$ cat src/sv/bsa_pkg.sv
// bsa_pkg: shared types and constants of the bitmap slot allocator.
// No dependencies; used by bsa_map and bitmap_slot_allocator_core.
`default_nettype none

package bsa_pkg;

    // Default number of slots that storage is built for
    localparam int SLOTS_DEFAULT = 256;

    // Map bits held in one memory word, scanned together
    localparam int WORD_BITS = 32;
    localparam int BIT_W     = 5;

    // Slot count register
    localparam int         COUNT_W           = 9;
    localparam logic [8:0] SLOT_COUNT_RESET  = 9'd256;
    localparam int         COUNT_MAX         = 511;

    // Item kinds
    localparam logic KIND_ALLOC = 1'b0;
    localparam logic KIND_FREE  = 1'b1;

    // Result status codes
    localparam logic [1:0] STATUS_OK    = 2'd0;
    localparam logic [1:0] STATUS_FULL  = 2'd1;
    localparam logic [1:0] STATUS_RANGE = 2'd2;

    typedef enum logic [1:0] {
        S_IDLE,
        S_READ,
        S_CHECK
    } state_t;

endpackage

`default_nettype wire

$ cat src/sv/bsa_map.sv
// bsa_map: occupancy map memory, one word of map bits per row, registered read.
// Per-row valid bits make a cleared row read as all zero. Uses bsa_pkg.
`default_nettype none

module bsa_map #(
    parameter  int SLOTS = bsa_pkg::SLOTS_DEFAULT,
    localparam int WORDS = (SLOTS + bsa_pkg::WORD_BITS - 1) / bsa_pkg::WORD_BITS,
    localparam int AW    = (WORDS > 1) ? $clog2(WORDS) : 1
) (
    input  wire logic                           clk,
    input  wire logic                           rst_n,
    input  wire logic                           clear,
    input  wire logic                           wr_en,
    input  wire logic [AW-1:0]                  wr_addr,
    input  wire logic [bsa_pkg::WORD_BITS-1:0]  wr_data,
    input  wire logic [AW-1:0]                  rd_addr,
    output      logic [bsa_pkg::WORD_BITS-1:0]  rd_data
);

    logic [bsa_pkg::WORD_BITS-1:0] mem [WORDS];
    logic [WORDS-1:0]              valid_reg;
    logic [bsa_pkg::WORD_BITS-1:0] rd_data_reg;
    logic                          rd_valid_reg;

    always_ff @(posedge clk or negedge rst_n)
    begin
        if (!rst_n)
        begin
            valid_reg    <= '0;
            rd_valid_reg <= 1'b0;
        end
        else
        begin
            if (clear)
            begin
                valid_reg <= '0;
            end
            else if (wr_en)
            begin
                valid_reg[wr_addr] <= 1'b1;
            end
            rd_valid_reg <= valid_reg[rd_addr];
        end
    end

    always_ff @(posedge clk)
    begin
        if (wr_en)
        begin
            mem[wr_addr] <= wr_data;
        end
        rd_data_reg <= mem[rd_addr];
    end

    // rows never written since the last clear read as all free
    assign rd_data = rd_valid_reg ? rd_data_reg : '0;

endmodule

`default_nettype wire

$ cat src/sv/bitmap_slot_allocator_core.sv
// bitmap_slot_allocator_core: top level of the lowest-free slot allocator.
// Uses bsa_pkg and bsa_map.
//
// Usage
//   Input channel: an item (kind, free_index) is taken at a rising edge with
//   start high and busy low. kind = alloc grants the lowest free slot at or
//   above the search hint; kind = free releases free_index.
//   Result channel: one result item per input item, on status/granted_index
//   for exactly one cycle with done high. The receiver cannot stall.
//   Config: slot_count_we/slot_count_wdata write the slot count; any write
//   clears the whole map and the hint. Write only while idle.
// Sequencing
//   The map is scanned one 32-slot memory word at a time (registered
//   memory read, then find-first-free on the word), so the memory read port
//   sets the rate. From accept to the edge that takes the result:
//     free in range ........ S_READ, then S_CHECK
//     alloc ................ S_READ then S_CHECK for each word scanned, from the hint's word (1..8 words at 256)
//     free out of range, or alloc with the hint already at the end: straight from idle
//   A new item can be taken in the cycle its predecessor's result is shown.
// Reset
//   rst_n clears the map (per-row valid bits), the hint, and sets the slot
//   count to 256. No clearing pass; the block is ready straight away.
`default_nettype none

module bitmap_slot_allocator_core #(
    parameter int SLOTS = bsa_pkg::SLOTS_DEFAULT
) (
    input  wire logic       clk,
    input  wire logic       rst_n,
    // input items
    input  wire logic       start,
    output      logic       busy,
    input  wire logic       kind,
    input  wire logic [7:0] free_index,
    // result items
    output      logic       done,
    output      logic [1:0] status,
    output      logic [7:0] granted_index,
    // slot count register
    input  wire logic       slot_count_we,
    input  wire logic [8:0] slot_count_wdata
);

    localparam int WB    = bsa_pkg::WORD_BITS;
    localparam int BW    = bsa_pkg::BIT_W;
    localparam int CW    = bsa_pkg::COUNT_W;
    localparam int WORDS = (SLOTS + WB - 1) / WB;
    localparam int AW    = (WORDS > 1) ? $clog2(WORDS) : 1;
    // wide enough for a slot index, the count and one word past the end
    localparam int SW    = (AW + BW + 1 > CW + 1) ? AW + BW + 1 : CW + 1;
    localparam int CAP   = (SLOTS < bsa_pkg::COUNT_MAX) ? SLOTS : bsa_pkg::COUNT_MAX;
    localparam logic [CW-1:0] CAP_C = CW'(CAP);

    bsa_pkg::state_t state_reg, state_next;

    logic [CW-1:0] slot_count_reg;
    logic [CW-1:0] hint_reg,    hint_next;
    logic [AW-1:0] word_reg,    word_next;
    logic          kind_reg,    kind_next;
    logic [7:0]    idx_reg,     idx_next;
    logic          done_reg,    done_next;
    logic [1:0]    status_reg,  status_next;
    logic [7:0]    granted_reg, granted_next;

    logic [CW-1:0] count;
    logic [SW-1:0] count_ext;
    logic [SW-1:0] word_base;
    logic [SW-1:0] next_base;
    logic [SW-1:0] slot_sel;

    logic [WB-1:0] rd_word;
    logic [WB-1:0] in_range;
    logic [WB-1:0] free_bits;
    logic [WB-1:0] lowest;
    logic [BW-1:0] free_bit;
    logic          any_free;

    logic          wr_en;
    logic [WB-1:0] wr_data;

    // active count: register limited to the slots that exist
    assign count     = (slot_count_reg > CAP_C) ? CAP_C : slot_count_reg;
    assign count_ext = SW'(count);
    assign word_base = SW'(word_reg) << BW;
    assign next_base = (SW'(word_reg) + SW'(1)) << BW;

    bsa_map #(
        .SLOTS (SLOTS)
    ) u_map (
        .clk     (clk),
        .rst_n   (rst_n),
        .clear   (slot_count_we),
        .wr_en   (wr_en),
        .wr_addr (word_reg),
        .wr_data (wr_data),
        .rd_addr (word_reg),
        .rd_data (rd_word)
    );

    // find first free slot in the current word, limited to the active count
    always_comb
    begin
        for (int i = 0; i < WB; i++)
        begin
            in_range[i] = (word_base + SW'(i)) < count_ext;
        end
        free_bits = ~rd_word & in_range;
        lowest    = free_bits & (~free_bits + WB'(1));
        any_free  = |free_bits;
        free_bit  = '0;
        for (int i = 0; i < WB; i++)
        begin
            if (lowest[i])
            begin
                free_bit = free_bit | BW'(i);
            end
        end
        slot_sel = word_base | SW'(free_bit);
    end

    always_ff @(posedge clk or negedge rst_n)
    begin
        if (!rst_n)
        begin
            state_reg      <= bsa_pkg::S_IDLE;
            slot_count_reg <= bsa_pkg::SLOT_COUNT_RESET;
            hint_reg       <= '0;
            done_reg       <= 1'b0;
        end
        else
        begin
            state_reg <= state_next;
            hint_reg  <= hint_next;
            done_reg  <= done_next;
            if (slot_count_we)
            begin
                slot_count_reg <= slot_count_wdata;
            end
        end
    end

    always_ff @(posedge clk)
    begin
        word_reg    <= word_next;
        kind_reg    <= kind_next;
        idx_reg     <= idx_next;
        status_reg  <= status_next;
        granted_reg <= granted_next;
    end

    always_comb
    begin
        state_next   = state_reg;
        hint_next    = hint_reg;
        word_next    = word_reg;
        kind_next    = kind_reg;
        idx_next     = idx_reg;
        done_next    = 1'b0;
        status_next  = status_reg;
        granted_next = granted_reg;
        wr_en        = 1'b0;
        wr_data      = rd_word;

        unique case (state_reg)
            bsa_pkg::S_IDLE:
            begin
                if (start)
                begin
                    kind_next = kind;
                    idx_next  = free_index;
                    if (kind == bsa_pkg::KIND_FREE)
                    begin
                        if (CW'(free_index) >= count)
                        begin
                            done_next    = 1'b1;
                            status_next  = bsa_pkg::STATUS_RANGE;
                            granted_next = '0;
                        end
                        else
                        begin
                            word_next  = AW'(free_index >> BW);
                            state_next = bsa_pkg::S_READ;
                        end
                    end
                    else
                    begin
                        if (hint_reg >= count)
                        begin
                            // nothing left above the hint
                            hint_next    = count;
                            done_next    = 1'b1;
                            status_next  = bsa_pkg::STATUS_FULL;
                            granted_next = '0;
                        end
                        else
                        begin
                            word_next  = AW'(hint_reg >> BW);
                            state_next = bsa_pkg::S_READ;
                        end
                    end
                end
            end

            bsa_pkg::S_READ:
            begin
                // memory word for word_reg lands in the read register
                state_next = bsa_pkg::S_CHECK;
            end

            bsa_pkg::S_CHECK:
            begin
                if (kind_reg == bsa_pkg::KIND_FREE)
                begin
                    wr_en        = 1'b1;
                    wr_data      = rd_word & ~(WB'(1) << idx_reg[BW-1:0]);
                    if (CW'(idx_reg) < hint_reg)
                    begin
                        hint_next = CW'(idx_reg);
                    end
                    done_next    = 1'b1;
                    status_next  = bsa_pkg::STATUS_OK;
                    granted_next = '0;
                    state_next   = bsa_pkg::S_IDLE;
                end
                else if (any_free)
                begin
                    wr_en        = 1'b1;
                    wr_data      = rd_word | lowest;
                    hint_next    = CW'(slot_sel);
                    done_next    = 1'b1;
                    status_next  = bsa_pkg::STATUS_OK;
                    granted_next = slot_sel[7:0];
                    state_next   = bsa_pkg::S_IDLE;
                end
                else if (next_base >= count_ext)
                begin
                    // scanned to the end of the active slots
                    hint_next    = count;
                    done_next    = 1'b1;
                    status_next  = bsa_pkg::STATUS_FULL;
                    granted_next = '0;
                    state_next   = bsa_pkg::S_IDLE;
                end
                else
                begin
                    word_next  = word_reg + AW'(1);
                    state_next = bsa_pkg::S_READ;
                end
            end

            default:
            begin
                state_next = bsa_pkg::S_IDLE;
            end
        endcase

        // a slot count write empties the map and resets the hint
        if (slot_count_we)
        begin
            hint_next = '0;
        end
    end

    assign busy          = (state_reg != bsa_pkg::S_IDLE);
    assign done          = done_reg;
    assign status        = status_reg;
    assign granted_index = granted_reg;

endmodule

`default_nettype wire
$ cat config.mk
export PLATFORM = sky130hd
export DESIGN_NAME = bitmap_slot_allocator_core
export DESIGN_NICKNAME = d
export VERILOG_FILES = /design/src/sv/bsa_pkg.sv /design/src/sv/bsa_map.sv /design/src/sv/bitmap_slot_allocator_core.sv
export SDC_FILE = /design/constraint.sdc
export NUM_CORES = 1
export LEC_CHECK = 0
export ABC_AREA = 1
export BUFFER_PORTS_ARGS = -buffer_cell sky130_fd_sc_hd__buf_2
export CAP_MARGIN = 10
export CELL_PAD_IN_SITES_DETAIL_PLACEMENT = 0
export CELL_PAD_IN_SITES_GLOBAL_PLACEMENT = 2
export CORE_ASPECT_RATIO = 1.25
export CORE_MARGIN = 4
export CORE_UTILIZATION = 46
export CTS_CLUSTER_DIAMETER = 150
export DETAILED_ROUTE_END_ITERATION = 10
export GPL_ROUTABILITY_DRIVEN = 0
export GPL_TIMING_DRIVEN = 0
export PLACE_DENSITY_LB_ADDON = 0.1
export SYNTH_ARGS = -nofsm -noshare
export SYNTH_HDL_FRONTEND = slang
export SYNTH_SLANG_ARGS = --single-unit
$ cat constraint.sdc
create_clock -name clk -period 9.5 [get_ports clk]
set_input_delay 0 -clock clk [delete_from_list [all_inputs] [get_ports clk]]
set_output_delay 0 -clock clk [all_outputs]
set_load 0.01 [all_outputs]
==> summary.md <==
| Metric | Value |
|---|---|
| Post-route setup slack | `3.94 ns` |
| Die width | `171 um` |
| Sw Share | `36.5%` |
| Total clock buffers created by CTS | `35` |
| Layout Area Growth over Synthesis | `14.4%` |
| Residual DRC count | `0` |
| Post-synth EDFFs | `278` |
| HPWL Detailed | `35.0 mm` |
| Core area | `0.0328 mm^2` |
| Worst-path cell chain | `inv_1 > nor2_1 > nor2_1 > inv_1 > ha_1 > nand2_1 > nand2_1 > a21oi_2 > buf_2 > nand3_1 > a21oi_1 > nor2_2 > nand3_1 > nor2_2 > nand2_4 > nand2_2 > buf_6 > buf_2 > o22ai_1` |
| Non-filler instance count after layout | `1963` |
| Warnings from Yosys | `0` |
| Synth top area share | `54.5%` |
| Maximum VDD drop | `0.000181 V` |
| Highest clock rate | `0.180 GHz` |
| Largest net degree at the start of global routing | `34` |
| Final Hold Fails | `0` |
| Worst setup path start | `slot_count_reg[8]$_DFFE_PN1P_` |
| Clock power frac | `between 20 and 30%` |
| Avg Inst Size Synth | `about 11 um^2` |
| Share of layout cells above drive strength 1 | `around 11%` |
| R2r endpoint | `u_map.mem[3][22]$_DFFE_PP_` |
| Clock Skews | `0.0194 ns` |
| Number of buffers added on ports | `33` |
| Flop pwr share | `~40%` |
| H-tree depth | `2` |
| DR vias | `~11000` |
| Min-delay worst type | `primary input to asynchronous set/reset pin` |
| DR pass1 iterations | `6` |
| Hold Buf Count CTS | `23` |
| Cells after Synth | `1418` |
| Pins Over Slew Limit | `0` |
| Die H | `between 200 and 250 um` |
| Synth unique cells | `54` |
| First-pass GRT wire length | `70.7 mm` |
| Final hold slack | `0.0734 ns` |
| Reg2Reg Depth | `19` |
| Worst slew margin | `20.2%` |
| Via count of the first global-routing pass | `11000` |
| Outcome | `finished, final reports clean` |
| Crit path to | `u_map.mem[3][22]$_DFFE_PP_` |
| Internal | `3.20 mW` |
| Std cell rows | `74` |
| CTS max path bufs | `3` |
| CTS tree | `yes` |
| Gr usage total | `about a quarter` |
| Routed len/inst | `24.4 um` |
| I/O pin total | `34` |
| Area of the multi-input gates | `approximately 0.0048 mm^2` |
| RSZ-0062 raised after global routing | `no` |
| Clock sink count | `340` |
| Starting density of the core | `46.8%` |
| CP max FO | `10` |
| Filler instances | `about 3000` |
| Startpoint types | `flip-flop` |
| Mapped Area | `0.0153 mm^2` |
| Fin crit share | `58.5%` |
| Maxcap violations | `0` |
| Ys flop type | `edfxtp_1` |
| Die Footprint | `0.0363 mm^2` |
| Antenna cells | `0` |
| Antenna-violating nets left | `0` |
| Via-per-instance ratio | `between 5 and 6` |
| GRT Residual Overflow | `0` |
| Initial antenna violation count | `1` |
| Slowest stage cell on the critical path | `o22ai_1` |
| Synth area leader | `edfxtp_1` |
| 1st-iter DRT viols | `approximately 1000` |
| Leak pwr | `6.72 nW` |
| Gate power share | `32.4%` |
| Reg-to-Reg Start | `slot_count_reg[8]$_DFFE_PN1P_` |
| Register bit total from synthesis | `340` |
| Overall power | `~5.0 mW` |
| WS Path Type | `flip-flop to flip-flop` |
| Critical path required time | `9.68 ns` |
| Flop2flop setup slack | `3.94 ns` |
| DP Cell Count | `1875` |
| Syn Nets | `1473` |
| Postcts setup bufs | `0` |
| Setup violators final | `0` |
| Tightest Pin Transition | `1.18 ns` |
| Final setup TNS | `0 ns` |
| Critical Path Max Stage Delay | `0.81 ns` |
| CTS resizes | `0` |
| Later-pin clock latency in the skew report | `0.53 ns` |
| Largest register FFs | `256` |
| Final wirelength | `47.9 mm` |
| Register area | `around 0.0097 mm^2` |
| Minimum clock period | `5.56 ns` |
| Clk root buf | `clkbuf_16` |
| Post-synthesis sequential area ratio | `a little under two thirds` |
| Net switching power | `1.84 mW` |
| PD cells | `288 mW/mm^2` |
| Largest cells by area after synthesis | `edfxtp_1 (54%), nand2_1 (7.3%), dfrtp_1 (4.7%), dfxtp_1 (4.2%), nor2_1 (3.7%)` |
| Ys async rst share | `8.82%` |
| CTS clock-pin slew for the worst setup and hold paths | `about 0.060 ns` |
| Place WS | `~4.0 ns` |
| Nets | `1573` |
| Worst EP arrival | `5.74 ns` |
| Worst Setup End Kind | `flip-flop` |
power by group through the flow:
stage | clock network, mW | registers [mW] | logic [mW]
after global placement | 0 | 2.02 | 1.61
after detailed placement | 0 | 2.02 | 1.62
after CTS | 1.45 | 1.99 | 1.64
final | 1.42 | 1.99 | 1.63
after floorplan | 0 | 1.98 | 1.02
after global routing | 1.51 | 2.01 | 1.79
how the worst min path moves through the flow:
stage	slack (ns)	startpoint	end
floorplan	-0.30	rst_n	done$_DFF_PN0_
global placement	0.09	rst_n	u_map.valid_reg[2]$_DFFE_PN0P_
detailed placement	0.11	rst_n	u_map.valid_reg[2]$_DFFE_PN0P_
CTS	0.08	rst_n	u_map.valid_reg[1]$_DFFE_PN0P_
global route	0.14	rst_n	u_map.valid_reg[2]$_DFFE_PN0P_
finish	0.07	rst_n	u_map.valid_reg[2]$_DFFE_PN0P_
cell usage in the layout (no fill, tap or decap), types with 29 or more instances in the layout:
cell type  count
a21oi_1       32
a221oi_1      29
a22oi_1       40
buf_2         37
clkbuf_1      44
clkbuf_16     36
dfrtp_1       29
dfxtp_1       32
edfxtp_1     278
ha_1          33
inv_1        118
nand2_1      296
nand3_1       70
nand4_1       44
nor2_1       150
o21ai_0       57
synth_stat cells (32+ instances only):
master    number
a22oi_1       40
nand4_1       44
nor2_1       150
nand3_1       70
clkbuf_1      35
nand2_1      296
edfxtp_1     278
inv_1        122
a21oi_1       32
dfxtp_1       32
ha_1          33
o21ai_0       57
worst max-delay path: cells and delay by family, from the launching register on:
kind	cells	cell delay (ns)
compound gates	3	1.72
simple gates	10	1.30
buf+inv	5	1.20
flops	1	0.64
fa+ha+maj	1	0.32
kinds of logic (layout without fill, tap and decap cells):
kind of cell	after synthesis	count (layout)	share of synthesized area [%]
adders and majority gates	33	33	2.69
AOI/OAI and AO/OA	234	234	10.3
and+or+nand+nor	629	629	18.6
xor gates and xnor gates	1	1	0.0572
DFF	340	340	63.6
buffers and inverters	181	308	4.78
layout make-up:
type                    count  share of cell area, %
flip-flops and latches    340                   55.6
inverters                 133                   2.86
plain buffers              48                   1.33
clock buffers              47                   5.49
multi-input cells         897                   27.7
well taps                 418                   2.98
clock inverters            17                   1.32
repair buffers             63                   2.76
per-layer routing:
layer / global-route usage (%) / wire length (um) / up-vias
met5: 0 / 0 / -
met4: 10.1 / 2010 / 0
met3: 2.72 / 2510 / 104
met2: 47.1 / 24300 / 387
met1: 33.8 / 19100 / 5415
li1: - / - / 5246
stage by stage:
| stage | cell area [um^2] | utilization, % |
|---|---|---|
| 2_1_floorplan | 15300 | - |
| 3_3_place_gp | 16000 | 48.9 |
| 3_5_place_dp | 16100 | 49.1 |
| 4_1_cts | 17500 | 53.4 |
| 5_1_grt | 17500 | 53.5 |
| 6_report | 17500 | 53.5 |
No activity file was read; power rests on OpenSTA's default activity.
